$ cat config.mk
export PLATFORM = sky130hd
export DESIGN_NAME = circular_fifo_queue_flat
export DESIGN_NICKNAME = d
export VERILOG_FILES = /design/src/design/cfq_pkg.sv /design/src/design/cfq_if.sv /design/src/design/circular_fifo_queue.sv /design/src/design/cfq_ram.sv /design/src/flat_wrapper.sv
export SDC_FILE = /design/constraint.sdc
export NUM_CORES = 1
export LEC_CHECK = 0
export BUFFER_PORTS_ARGS = -buffer_cell sky130_fd_sc_hd__clkbuf_2
export CAP_MARGIN = 20
export CORE_MARGIN = 4
export CORE_UTILIZATION = 55
export CTS_BUF_LIST = sky130_fd_sc_hd__clkbuf_8
export CTS_CLUSTER_DIAMETER = 120
export DETAILED_ROUTE_END_ITERATION = 7
export GPL_TIMING_DRIVEN = 1
export PLACE_DENSITY = 0.7
export SYNTH_ARGS = -nofsm -noshare
export SYNTH_HDL_FRONTEND = slang
export SYNTH_HIERARCHICAL = 1
export SYNTH_SLANG_ARGS = --single-unit
$ cat constraint.sdc
create_clock -name i_clk -period 9.84 [get_ports i_clk]
set_input_delay 0.984 -clock i_clk [delete_from_list [all_inputs] [get_ports i_clk]]
set_output_delay 0.984 -clock i_clk [all_outputs]
set_load 0.05 [all_outputs]
$ cat src/design/cfq_pkg.sv
`timescale 1ns / 1ps
// ----------------------------------------------------------------------------
// cfq_pkg
// shared types and constants for the circular fifo queue
// ----------------------------------------------------------------------------
package cfq_pkg;

    localparam int DEPTH      = 16;
    localparam int DATA_WIDTH = 32;
    localparam int PTR_W      = $clog2(DEPTH);
    localparam int CNT_W      = $clog2(DEPTH + 1);
    localparam int OP_W       = 3;
    localparam int CFG_W      = 5;

    typedef enum logic [OP_W-1:0] {
        OP_OFFER   = 3'd0,
        OP_POLL    = 3'd1,
        OP_PEEK    = 3'd2,
        OP_PEEK_AT = 3'd3,
        OP_CLEAR   = 3'd4
    } t_op;

    typedef logic [PTR_W-1:0]      t_ptr;
    typedef logic [CNT_W-1:0]      t_cnt;
    typedef logic [DATA_WIDTH-1:0] t_data;

endpackage

$ cat src/design/cfq_if.sv
`timescale 1ns / 1ps
// ----------------------------------------------------------------------------
// cfq_req_if / cfq_rsp_if
// valid/ready channels for queue operations and their results
// ----------------------------------------------------------------------------
interface cfq_req_if;
    import cfq_pkg::*;

    logic                valid;
    logic                ready;
    logic [OP_W-1:0]     operation;
    logic [DATA_WIDTH-1:0] value;
    logic [PTR_W-1:0]    position;

    modport source (output valid, output operation, output value, output position,
                    input ready);
    modport sink   (input valid, input operation, input value, input position,
                    output ready);
endinterface

interface cfq_rsp_if;
    import cfq_pkg::*;

    logic                  valid;
    logic                  ready;
    logic                  ok;
    logic [DATA_WIDTH-1:0] read_value;
    logic [CNT_W-1:0]      count;
    logic                  is_empty;
    logic                  is_full;

    modport source (output valid, output ok, output read_value, output count,
                    output is_empty, output is_full, input ready);
    modport sink   (input valid, input ok, input read_value, input count,
                    input is_empty, input is_full, output ready);
endinterface

$ cat src/design/circular_fifo_queue.sv
`timescale 1ns / 1ps
// ----------------------------------------------------------------------------
// circular_fifo_queue
// ring-buffer fifo with offer, poll, peek, peek-at-index and clear operations
// ----------------------------------------------------------------------------
// usage:
//   i_req carries one operation per transaction (operation, value, position);
//   o_rsp returns exactly one result transaction per request, in order, with
//   ok, read_value, count, is_empty and is_full after the operation.
//   i_cfg_we/i_cfg_wdata set the ring capacity (0 acts as 1, above the built
//   depth acts as the depth); a capacity write also empties the queue.
// pipeline and throughput:
//   a request is decided in the cycle it is accepted (pointers, count, ram
//   write or ram read); the result then passes through the pending stage,
//   which waits for the registered ram read data, and the output register.
//   one request per cycle is accepted as long as results are taken; the
//   figure is set by the single ram read port, at most one read per transaction.
// reset:
//   pointers and count go to zero, capacity to the built depth, no result is
//   pending; ram contents are not cleared, only written entries are read.
// stall:
//   while o_rsp is held, one more result waits in the pending stage and then
//   i_req.ready drops until the output register drains.
// ----------------------------------------------------------------------------
module circular_fifo_queue
    import cfq_pkg::*;
(
    input  logic             i_clk,
    input  logic             i_rst_n,
    cfq_req_if.sink          i_req,
    cfq_rsp_if.source        o_rsp,
    input  logic             i_cfg_we,
    input  logic [CFG_W-1:0] i_cfg_wdata
);

    // queue state
    t_ptr r_wptr, n_wptr;
    t_ptr r_rptr, n_rptr;
    t_cnt r_count, n_count;
    t_cnt r_capacity, n_capacity;

    // pending stage: status decided at accept, waits for the ram read data
    logic r_busy;
    logic r_pend_ok;
    logic r_pend_rd;
    t_cnt r_pend_count;
    logic r_pend_empty;
    logic r_pend_full;

    // output register
    logic  r_rsp_valid;
    logic  r_rsp_ok;
    t_data r_rsp_value;
    t_cnt  r_rsp_count;
    logic  r_rsp_empty;
    logic  r_rsp_full;

    logic  accept;
    logic  move;
    logic  op_ok;
    logic  op_rd;
    logic  ram_we;
    logic  ram_re;
    t_ptr  ram_raddr;
    t_data ram_rdata;
    t_cnt  wnext;
    t_cnt  rnext;
    t_cnt  idx_sum;
    t_cnt  idx_wrap;
    t_cnt  cfg_cap;

    // pending result moves out when the output register is free or draining
    assign move        = r_busy && (!r_rsp_valid || o_rsp.ready);
    assign i_req.ready = !r_busy || move;
    assign accept      = i_req.valid && i_req.ready;

    // pointer advance with wrap at capacity
    assign wnext = (CNT_W'(r_wptr) + 1'b1 >= r_capacity) ? '0 : CNT_W'(r_wptr) + 1'b1;
    assign rnext = (CNT_W'(r_rptr) + 1'b1 >= r_capacity) ? '0 : CNT_W'(r_rptr) + 1'b1;

    // k-th oldest: read pointer plus offset, one wrap at most
    assign idx_sum  = CNT_W'(r_rptr) + CNT_W'(i_req.position);
    assign idx_wrap = (idx_sum >= r_capacity) ? idx_sum - r_capacity : idx_sum;

    // capacity clamp on a config write
    always_comb begin
        if (i_cfg_wdata == '0) begin
            cfg_cap = CNT_W'(1);
        end else if (CNT_W'(i_cfg_wdata) > CNT_W'(DEPTH)) begin
            cfg_cap = CNT_W'(DEPTH);
        end else begin
            cfg_cap = CNT_W'(i_cfg_wdata);
        end
    end

    always_comb begin
        n_wptr     = r_wptr;
        n_rptr     = r_rptr;
        n_count    = r_count;
        n_capacity = r_capacity;
        op_ok      = 1'b0;
        op_rd      = 1'b0;
        ram_we     = 1'b0;
        ram_re     = 1'b0;
        ram_raddr  = r_rptr;

        if (i_cfg_we) begin
            n_capacity = cfg_cap;
            n_wptr     = '0;
            n_rptr     = '0;
            n_count    = '0;
        end else if (accept) begin
            case (t_op'(i_req.operation))
                OP_OFFER: begin
                    if (r_count != r_capacity) begin
                        ram_we  = 1'b1;
                        n_wptr  = wnext[PTR_W-1:0];
                        n_count = r_count + 1'b1;
                        op_ok   = 1'b1;
                    end
                end
                OP_POLL: begin
                    if (r_count != '0) begin
                        ram_re  = 1'b1;
                        n_rptr  = rnext[PTR_W-1:0];
                        n_count = r_count - 1'b1;
                        op_ok   = 1'b1;
                        op_rd   = 1'b1;
                    end
                end
                OP_PEEK: begin
                    if (r_count != '0) begin
                        ram_re = 1'b1;
                        op_ok  = 1'b1;
                        op_rd  = 1'b1;
                    end
                end
                OP_PEEK_AT: begin
                    if (CNT_W'(i_req.position) < r_count) begin
                        ram_re    = 1'b1;
                        ram_raddr = idx_wrap[PTR_W-1:0];
                        op_ok     = 1'b1;
                        op_rd     = 1'b1;
                    end
                end
                OP_CLEAR: begin
                    n_wptr  = '0;
                    n_rptr  = '0;
                    n_count = '0;
                    op_ok   = 1'b1;
                end
                default: begin
                    // undefined codes leave the queue untouched
                end
            endcase
        end
    end

    cfq_ram #(
        .WIDTH (DATA_WIDTH),
        .DEPTH (DEPTH)
    ) u_ram (
        .i_clk   (i_clk),
        .i_we    (ram_we),
        .i_waddr (r_wptr),
        .i_wdata (i_req.value),
        .i_re    (ram_re),
        .i_raddr (ram_raddr),
        .o_rdata (ram_rdata)
    );

    // control state
    always_ff @(posedge i_clk) begin
        if (!i_rst_n) begin
            r_wptr      <= '0;
            r_rptr      <= '0;
            r_count     <= '0;
            r_capacity  <= CNT_W'(DEPTH);
            r_busy      <= 1'b0;
            r_rsp_valid <= 1'b0;
        end else begin
            r_wptr     <= n_wptr;
            r_rptr     <= n_rptr;
            r_count    <= n_count;
            r_capacity <= n_capacity;
            if (accept) begin
                r_busy <= 1'b1;
            end else if (move) begin
                r_busy <= 1'b0;
            end
            if (move) begin
                r_rsp_valid <= 1'b1;
            end else if (o_rsp.ready) begin
                r_rsp_valid <= 1'b0;
            end
        end
    end

    // payload of the pending stage and the output register
    always_ff @(posedge i_clk) begin
        if (accept) begin
            r_pend_ok    <= op_ok;
            r_pend_rd    <= op_rd;
            r_pend_count <= n_count;
            r_pend_empty <= (n_count == '0);
            r_pend_full  <= (n_count == r_capacity);
        end
        if (move) begin
            r_rsp_ok    <= r_pend_ok;
            r_rsp_value <= r_pend_rd ? ram_rdata : '0;
            r_rsp_count <= r_pend_count;
            r_rsp_empty <= r_pend_empty;
            r_rsp_full  <= r_pend_full;
        end
    end

    assign o_rsp.valid      = r_rsp_valid;
    assign o_rsp.ok         = r_rsp_ok;
    assign o_rsp.read_value = r_rsp_value;
    assign o_rsp.count      = r_rsp_count;
    assign o_rsp.is_empty   = r_rsp_empty;
    assign o_rsp.is_full    = r_rsp_full;

endmodule

$ cat src/design/cfq_ram.sv
`timescale 1ns / 1ps
// ----------------------------------------------------------------------------
// cfq_ram
// generic single-write, single-read ram with registered read data
// ----------------------------------------------------------------------------
module cfq_ram #(
    parameter int WIDTH = 32,
    parameter int DEPTH = 16
) (
    input  logic                     i_clk,
    input  logic                     i_we,
    input  logic [$clog2(DEPTH)-1:0] i_waddr,
    input  logic [WIDTH-1:0]         i_wdata,
    input  logic                     i_re,
    input  logic [$clog2(DEPTH)-1:0] i_raddr,
    output logic [WIDTH-1:0]         o_rdata
);

    logic [WIDTH-1:0] r_mem [DEPTH];
    logic [WIDTH-1:0] r_rdata;

    always_ff @(posedge i_clk) begin
        if (i_we) begin
            r_mem[i_waddr] <= i_wdata;
        end
        if (i_re) begin
            r_rdata <= r_mem[i_raddr];
        end
    end

    assign o_rdata = r_rdata;

endmodule

$ cat src/flat_wrapper.sv
// flat-port wrapper written by rule: the top's interface ports become plain ports
module circular_fifo_queue_flat import cfq_pkg::*;
  (i_clk, i_rst_n, i_cfg_we, i_cfg_wdata, i_req_valid, i_req_operation, i_req_value, i_req_position, i_req_ready, o_rsp_valid, o_rsp_ok, o_rsp_read_value, o_rsp_count, o_rsp_is_empty, o_rsp_is_full, o_rsp_ready);
  cfq_req_if i_req_i ();
  cfq_rsp_if o_rsp_i ();
  input  logic i_clk;
  input  logic i_rst_n;
  input  logic i_cfg_we;
  input  logic [CFG_W-1:0] i_cfg_wdata;
  input wire logic [$bits(i_req_i.valid)-1:0] i_req_valid;
  input wire logic [$bits(i_req_i.operation)-1:0] i_req_operation;
  input wire logic [$bits(i_req_i.value)-1:0] i_req_value;
  input wire logic [$bits(i_req_i.position)-1:0] i_req_position;
  output wire logic [$bits(i_req_i.ready)-1:0] i_req_ready;
  output wire logic [$bits(o_rsp_i.valid)-1:0] o_rsp_valid;
  output wire logic [$bits(o_rsp_i.ok)-1:0] o_rsp_ok;
  output wire logic [$bits(o_rsp_i.read_value)-1:0] o_rsp_read_value;
  output wire logic [$bits(o_rsp_i.count)-1:0] o_rsp_count;
  output wire logic [$bits(o_rsp_i.is_empty)-1:0] o_rsp_is_empty;
  output wire logic [$bits(o_rsp_i.is_full)-1:0] o_rsp_is_full;
  input wire logic [$bits(o_rsp_i.ready)-1:0] o_rsp_ready;
  assign i_req_i.valid = i_req_valid;
  assign i_req_i.operation = i_req_operation;
  assign i_req_i.value = i_req_value;
  assign i_req_i.position = i_req_position;
  assign i_req_ready = i_req_i.ready;
  assign o_rsp_valid = o_rsp_i.valid;
  assign o_rsp_ok = o_rsp_i.ok;
  assign o_rsp_read_value = o_rsp_i.read_value;
  assign o_rsp_count = o_rsp_i.count;
  assign o_rsp_is_empty = o_rsp_i.is_empty;
  assign o_rsp_is_full = o_rsp_i.is_full;
  assign o_rsp_i.ready = o_rsp_ready;
  circular_fifo_queue u_core (.i_clk(i_clk), .i_rst_n(i_rst_n), .i_req(i_req_i), .o_rsp(o_rsp_i), .i_cfg_we(i_cfg_we), .i_cfg_wdata(i_cfg_wdata));
endmodule
==> summary.md, run 1 <==
| Metric | Value |
|---|---|
| M1 WL | `21100 um` |
| Worst reg2reg endpoint | `u_core/u_ram/o_rdata[16]$_DFFE_PP_` |
| # Max-Cap Violations | `0` |
| Die Height | `217 um` |
| Peak VDD IR | `0.000141 V` |
| FF+latch count, synth | `613` |
| Area leader, netlist | `edfxtp_1` |
| Status | `complete, no violations` |
| Critical R2R Launch | `u_core/r_rptr[0]$_SDFFE_PP0P_` |
| Met3 WL post-DR | `3650 um` |
| Worst Skew | `0.0273 ns` |
| Synthesized Nets | `1274` |
| Peak Freq | `0.186 GHz` |
| Post-DP HPWL | `26900 um` |
| # DRC | `0` |
| Mapped Area | `0.0241 sq mm` |
| Post-Syn Instances | `1197` |
| Met2 wire length | `25400 um` |
| PD cells | `183 mW/mm^2` |
| Worst skew pair latency | `0.68 ns` |
| Seq/Total Area, Yosys | `75.7%` |
| Root buffer cell | `clkbuf_8` |
| Starting Density | `55.7%` |
| Routed wire length | `51200 um` |
| H-tree level count | `3` |
| Count leader, synth | `edfxtp_1` |
| Synth top area cells | `edfxtp_1 (74%), mux4_2 (12%), a22oi_1 (2.1%)` |
| Routability cong. | `0.849` |
| CTS buffer count | `94` |
| Source of the worst hold timing path | `u_core/r_pend_count[3]$_DFFE_PP_` |
| CP Class | `reg -> reg` |
| Clk sinks | `613` |
| Most frequent cells after synthesis | `edfxtp_1 (593), mux4_2 (128), a22oi_1 (68)` |
| Highest metal used | `met5` |
| Hold Path End | `u_core/o_rsp.count[3]$_DFFE_PP_` |
| Async set or reset register ratio after synthesis | `0%` |
| Max Fanout on Critical Path | `45` |
| Total negative slack | `0 ns` |
| Clock Pin Slew Worst Setup and Hold Paths | `0.06 ns` |
| Synth warn | `6` |
| Post-CTS Setup Inserts | `0` |
| Setup violations, final | `0` |
| Remaining global-route overflow | `0` |
| # resized after CTS | `0` |
| CP required | `10.26 ns` |
| Reg2reg setup slack | `4.47 ns` |
| Rows | `76` |
| Initial DRC Count | `1279` |
| Largest net degree at the start of global routing | `72` |
| Max incr delay on CP | `0.67 ns` |
| CORE AREA | `0.0432 sq mm` |
| Post-synth EDFFs | `593` |
| CTS Hold Bufs | `0` |
| Max_slew headroom | `23.9%` |
| WL/cell | `25.3 um` |
| Library cells used by synthesis | `60` |
| CP arrival | `5.80 ns` |
| Slew @ Worst Pin | `1.14 ns` |
| Drt first pass iters | `5` |
| Port buffer count | `90` |
| Final Hold Vio Count | `0` |
| Full die area | `0.0472 sq mm` |
| Deepest clock path buffer count | `3` |
| Vias in the first global route | `12427` |
| Syn-to-layout area delta | `12.6%` |
| Final period util | `54.6%` |
| Die Wd | `217 um` |
| Share of the synthesized area in the top cell type | `74.0%` |
| Critical path endpoint category | `register` |
| Avg Cell Area, Syn | `20.1 sq um` |
| Setup repair after global routing missed its margin | `false` |
| Tmin final | `5.37 ns` |
| Total GRT Usage | `22.1%` |
| Tot Pwr | `4.96 mW` |
| Pins Over Slew Limit | `0` |
| Share of cells above drive strength 1 | `28.1%` |
| R2R depth | `14` |
| DR vias | `11969` |
| CTS tree | `built` |
| Final ANT Viol Nets | `0` |
| Min-delay worst type | `reg -> reg` |
| Most used DFF post-synth | `edfxtp_1` |
| Leak | `8.82 nW` |
| Initial antenna violation count | `3` |
| Crit-path cells | `ha_1, fa_1, ha_1, a21o_1, a21o_1, a31oi_1, o21a_1, mux2_2, mux2_4, buf_4, buf_4, mux4_2, a22oi_1, nand2_1` |
| Top Ports | `91` |
| Slowest cell on the critical path | `buf_4` |
| CP Launch Type | `register` |
| Hold WS | `0.421 ns` |
| Global-route wire length before repair | `77000 um` |
| DR vias/cell | `5.93` |
| Final net count | `1433` |
| Hold-critical path depth | `0` |
## power breakdown
part	total, mW	internal [mW]	leakage [nW]	switching (mW)
combinational	0.147	0.0443	2.29	0.103
clock	1.93	0.977	1.01	0.958
sequential	2.88	2.87	5.52	0.00526
total	4.96	3.89	8.82	1.07
## critical path: cells and delay by family (launching register included)
family | cells | cell delay [ns]
fa+ha+maj | 3 | 1.05
simple gates | 1 | 0.09
flops | 1 | 0.51
compound gates | 5 | 0.97
mux | 3 | 1.15
buf+inv | 2 | 1.29
## per-layer routing
layer	up-vias	global-route usage [%]
li1	5266	-
met5	-	0
met4	2	6.91
met2	452	35.7
met3	101	4.37
met1	6148	31.2
## how the worst max path moves through the flow
| stage | startpoint | to |
|---|---|---|
| floorplan | o_rsp_ready | u_core/u_ram/r_mem[0][0]$_DFFE_PP_ |
| global placement | i_req_position[0] | u_core/u_ram/o_rdata[20]$_DFFE_PP_ |
| detailed placement | i_req_position[0] | u_core/u_ram/o_rdata[16]$_DFFE_PP_ |
| CTS | u_core/r_rptr[0]$_SDFFE_PP0P_ | u_core/u_ram/o_rdata[16]$_DFFE_PP_ |
| global route | u_core/r_rptr[0]$_SDFFE_PP0P_ | u_core/u_ram/o_rdata[16]$_DFFE_PP_ |
| finish | u_core/r_rptr[0]$_SDFFE_PP0P_ | u_core/u_ram/o_rdata[16]$_DFFE_PP_ |
## cell type report
class,count,area [sq um]
clock buffers,97,1340
clock inverters,76,417
diodes,2,5.00
flip-flops and latches,613,18200
well taps,585,732
multi-input cells,511,5660
repair buffers,121,683
fillers,2977,16100
inverters,15,56.3
## registers in the layout (all words and copies together) (netlist names)
register and cells:
u_core/r_count 5, u_core/o_rsp.is_empty 1, u_core/o_rsp.is_full 1, u_core/r_pend_full 1, u_core/r_capacity 5, u_core/r_pend_rd 1, u_core/o_rsp.count 5, u_core/r_pend_count 5
u_core/u_ram/o_rdata 32, u_core/r_rptr 4, u_core/r_pend_ok 1, u_core/o_rsp.ok 1, u_core/r_pend_empty 1, u_core/r_wptr 4, u_core/r_busy 1, u_core/o_rsp.read_value 32
u_core/u_ram/r_mem 512, u_core/o_rsp.valid 1
## logic make-up after synthesis
family	count (synthesis)	share of synthesized area, %
AND/OR/NAND/NOR	185	3.89
buffers and inverters	73	1.50
multiplexers	140	12.5
flip-flops	613	75.7
adder cells (fa/ha/maj)	28	1.52
AO/OA/AOI/OAI	142	4.28
XOR/XNOR	16	0.645
## cell usage in the layout, fill, tap and decap left out, types with 6 or more instances in the layout
cell type    n
clkbuf_8    97
nand3_1      7
nor3_2       6
a21oi_1     19
nor2b_1      6
clkinv_2    10
a22oi_1     68
and2_1      33
nor3_1       7
edfxtp_1   593
xnor2_1      8
dfxtp_1     20
a21o_1      13
mux4_2     128
o21ai_0     11
mux2i_1      6
clkbuf_2    90
clkinv_1    23
inv_1       48
nor2_1      29
nand2_1     53
ha_1        26
xor2_1       6
buf_4       31
nor2_4      13
## stage by stage
step,instances,setup slack [ns],utilization (%),instance area (sq um)
5_1_grt,2020,4.17,62.8,27100
3_3_place_gp,1845,3.91,58.7,25300
2_1_floorplan,1197,4.63,-,24100
4_1_cts,2018,4.41,62.8,27100
6_report,2020,4.47,62.8,27100
3_5_place_dp,1845,3.83,58.7,25300
Note: power is estimated with default switching activity, not from simulation.
==> run 2: changes to the inputs <==
==> constraint.sdc (replaced) <==
create_clock -name i_clk -period 4.95 [get_ports i_clk]
set_input_delay 0.495 -clock i_clk [delete_from_list [all_inputs] [get_ports i_clk]]
set_output_delay 0.495 -clock i_clk [all_outputs]
set_load 0.05 [all_outputs]
==> run 2 against run 1 <==
Against the previous run:
- non-clock buffer count grew 10
- highest routed layer is now met4
- critical path type unchanged
- via count grew 2.3%
- setup slack lost 3.9 ns
- largest power group unchanged
- die area is the same
- register-to-register slack lost 3.9 ns
- power grew 100%
- routed wire length grew 1.5%
==> summary.md, run 2 (synthesized netlist as in run 1, its figures left out) <==
| Metric | Value |
|---|---|
| Total GRT Usage | `22.4% (+0.28 points)` |
| Tmin final | `4.43 ns (-0.948 ns)` |
| CP Launch Type | `register` |
| Max Fanout on Critical Path | `30 (-33%)` |
| CTS buffer count | `95 (+1.1%)` |
| Max_slew headroom | `21.3% (-2.6 points)` |
| Setup repair after global routing missed its margin | `false` |
| Most frequent cells in the layout | `edfxtp_1 (593), mux4_2 (128), clkbuf_8 (102)` |
| CP required | `5.33 ns (-4.93 ns)` |
| Leak | `8.94 nW (+1.3%)` |
| CORE AREA | `0.0432 sq mm (unchanged)` |
| Post-DP HPWL | `27900 um (+3.8%)` |
| Routed wire length | `51900 um (+1.5%)` |
| DR vias | `12243 (+2.3%)` |
| Initial antenna violation count | `0 (-3)` |
| Total negative slack | `0 ns (unchanged)` |
| CTS Hold Bufs | `0 (unchanged)` |
| Starting Density | `55.7% (unchanged)` |
| Full die area | `0.0472 sq mm (unchanged)` |
| Post-CTS Setup Inserts | `0 (unchanged)` |
| WL/cell | `25.6 um (+1.0%)` |
| Final Hold Vio Count | `0 (unchanged)` |
| Antenna diodes | `0 (-2)` |
| Top Ports | `91 (unchanged)` |
| Slowest cell on the critical path | `mux4_2` |
| CP Class | `reg -> reg` |
| Rows | `76 (unchanged)` |
| Peak Freq | `0.226 GHz (+21%)` |
| Final net count | `1444 (+0.77%)` |
| Peak VDD IR | `0.000272 V (+93%)` |
| Slew @ Worst Pin | `1.18 ns (+0.0397 ns)` |
| DR vias/cell | `6.03 (+1.8%)` |
| H-tree level count | `3 (unchanged)` |
| Clock Pin Slew Worst Setup and Hold Paths | `0.06 ns (about the same)` |
| Most common cell after layout, fill and taps aside | `edfxtp_1` |
| Setup violations, final | `0 (unchanged)` |
| Largest net degree at the start of global routing | `53 (-26%)` |
| Routability cong. | `0.868 (+2.3%)` |
| Initial DRC Count | `1299 (+1.6%)` |
| Worst skew pair latency | `0.66 ns (-0.02 ns)` |
| # resized after CTS | `0 (unchanged)` |
| Status | `complete, no violations` |
| Deepest clock path buffer count | `3 (unchanged)` |
| Non-filler cells, final | `2029 (+0.45%)` |
| Pins Over Slew Limit | `0 (unchanged)` |
| Final ANT Viol Nets | `0 (unchanged)` |
| Syn-to-layout area delta | `13.8%` |
| Max incr delay on CP | `0.50 ns (-0.17 ns)` |
| CP arrival | `4.80 ns (-1.00 ns)` |
| CTS tree | `built` |
| Critical path endpoint category | `register` |
| Placed Cells | `1855 (+0.54%)` |
| # fillers | `3009 (+1.1%)` |
| Die Wd | `217 um (unchanged)` |
| Die Height | `217 um (unchanged)` |
| Remaining global-route overflow | `0 (unchanged)` |
| Reg2reg setup slack | `0.52 ns (-3.94 ns)` |
| Largest Register | `u_core/u_ram/r_mem` |
| Share of cells above drive strength 1 | `28.7% (+0.69 points)` |
| Crit-path cells | `ha_1, fa_1, ha_1, a21o_1, a21o_1, a31oi_1, o21a_1, mux2i_1, mux2_8, buf_12, mux4_2, a22oi_1, nand2_1` |
| Largest register FFs | `512 (unchanged)` |
| PD cells | `363 mW/mm^2 (+98%)` |
| Final period util | `89.4% (+35 points)` |
| Root buffer cell | `clkbuf_8` |
| # DRC | `0 (unchanged)` |
| # Max-Cap Violations | `0 (unchanged)` |
| Drt first pass iters | `5 (unchanged)` |
| Global-route wire length before repair | `78200 um (+1.6%)` |
| Min-delay worst type | `in -> reg` |
| Port buffer count | `90 (unchanged)` |
| Vias in the first global route | `12463 (+0.29%)` |
| Worst Skew | `0.0271 ns (-0.000280 ns)` |
| Clk sinks | `613 (unchanged)` |
==> run 2: changes by cell type in the layout (fill, tap and decap cells not counted), moves of 3 or more <==
cell | previous run | this run
buf_12 | 0 | 15
buf_4 | 31 | 26
clkbuf_8 | 97 | 102
inv_1 | 48 | 43
clkinv_8 | 4 | 0
clkinv_1 | 23 | 26
==> run 2: critical path: cells and delay by family, from the launching register on <==
family / cells / cell delay [ns]
muxes: 3 / 1.22
adders and majority gates: 3 / 1.05
AOI/OAI and AO/OA: 5 / 1.01
DFF: 1 / 0.49
buffers and inverters: 1 / 0.23
and+or+nand+nor: 1 / 0.13
==> run 2: cell type report <==
type / instances / area [sq um] / area share, %
flip-flops and latches: 613 / 18200 / 66.5
multi-input cells: 511 / 5660 / 20.7
clock buffers: 102 / 1400 / 5.12
repair buffers: 131 / 946 / 3.45
well taps: 585 / 732 / 2.67
clock inverters: 72 / 390 / 1.42
inverters: 15 / 56.3 / 0.205
==> run 2: final timing paths <==
path / startpoint / to / cells after the start
max: u_core/r_rptr[0]$_SDFFE_PP0P_ / u_core/u_ram/o_rdata[7]$_DFFE_PP_ / 13
min: i_cfg_wdata[1] / u_core/r_capacity[1]$_SDFFE_PN0P_ / 3
max reg2reg: u_core/r_rptr[0]$_SDFFE_PP0P_ / u_core/u_ram/o_rdata[7]$_DFFE_PP_ / 13
min reg2reg: u_core/r_pend_count[1]$_DFFE_PP_ / u_core/o_rsp.count[1]$_DFFE_PP_ / 0
==> run 2: report_power, final <==
group          switching (mW)  internal, mW
Sequential             0.0115          5.71
Clock                    1.86          2.06
Combinational           0.204        0.0921
Total                    2.08          7.87
==> run 2: routing by layer <==
layer | wire length, um | track usage, % | vias up
met3 | 4190 | 4.40 | 60
met1 | 22000 | 33.3 | 6388
met4 | 775 | 5.89 | 0
li1 | - | - | 5278
met5 | 0 | 0 | -
met2 | 25000 | 34.9 | 517
==> run 2: per-stage QoR <==
step           cell area (sq um)  total power [mW]  setup WS, ns  utilization (%)  hold slack [ns]
5_1_grt                    27400              10.3         0.292             63.5            0.113
3_5_place_dp               25600              6.13         0.402             59.3            0.405
6_report                   27400              9.95         0.523             63.5            0.126
3_3_place_gp               25600              6.12         0.511             59.3            0.401
2_1_floorplan              24100              6.00         0.184                -            0.400
4_1_cts                    27400              10.1         0.516             63.5           0.0603
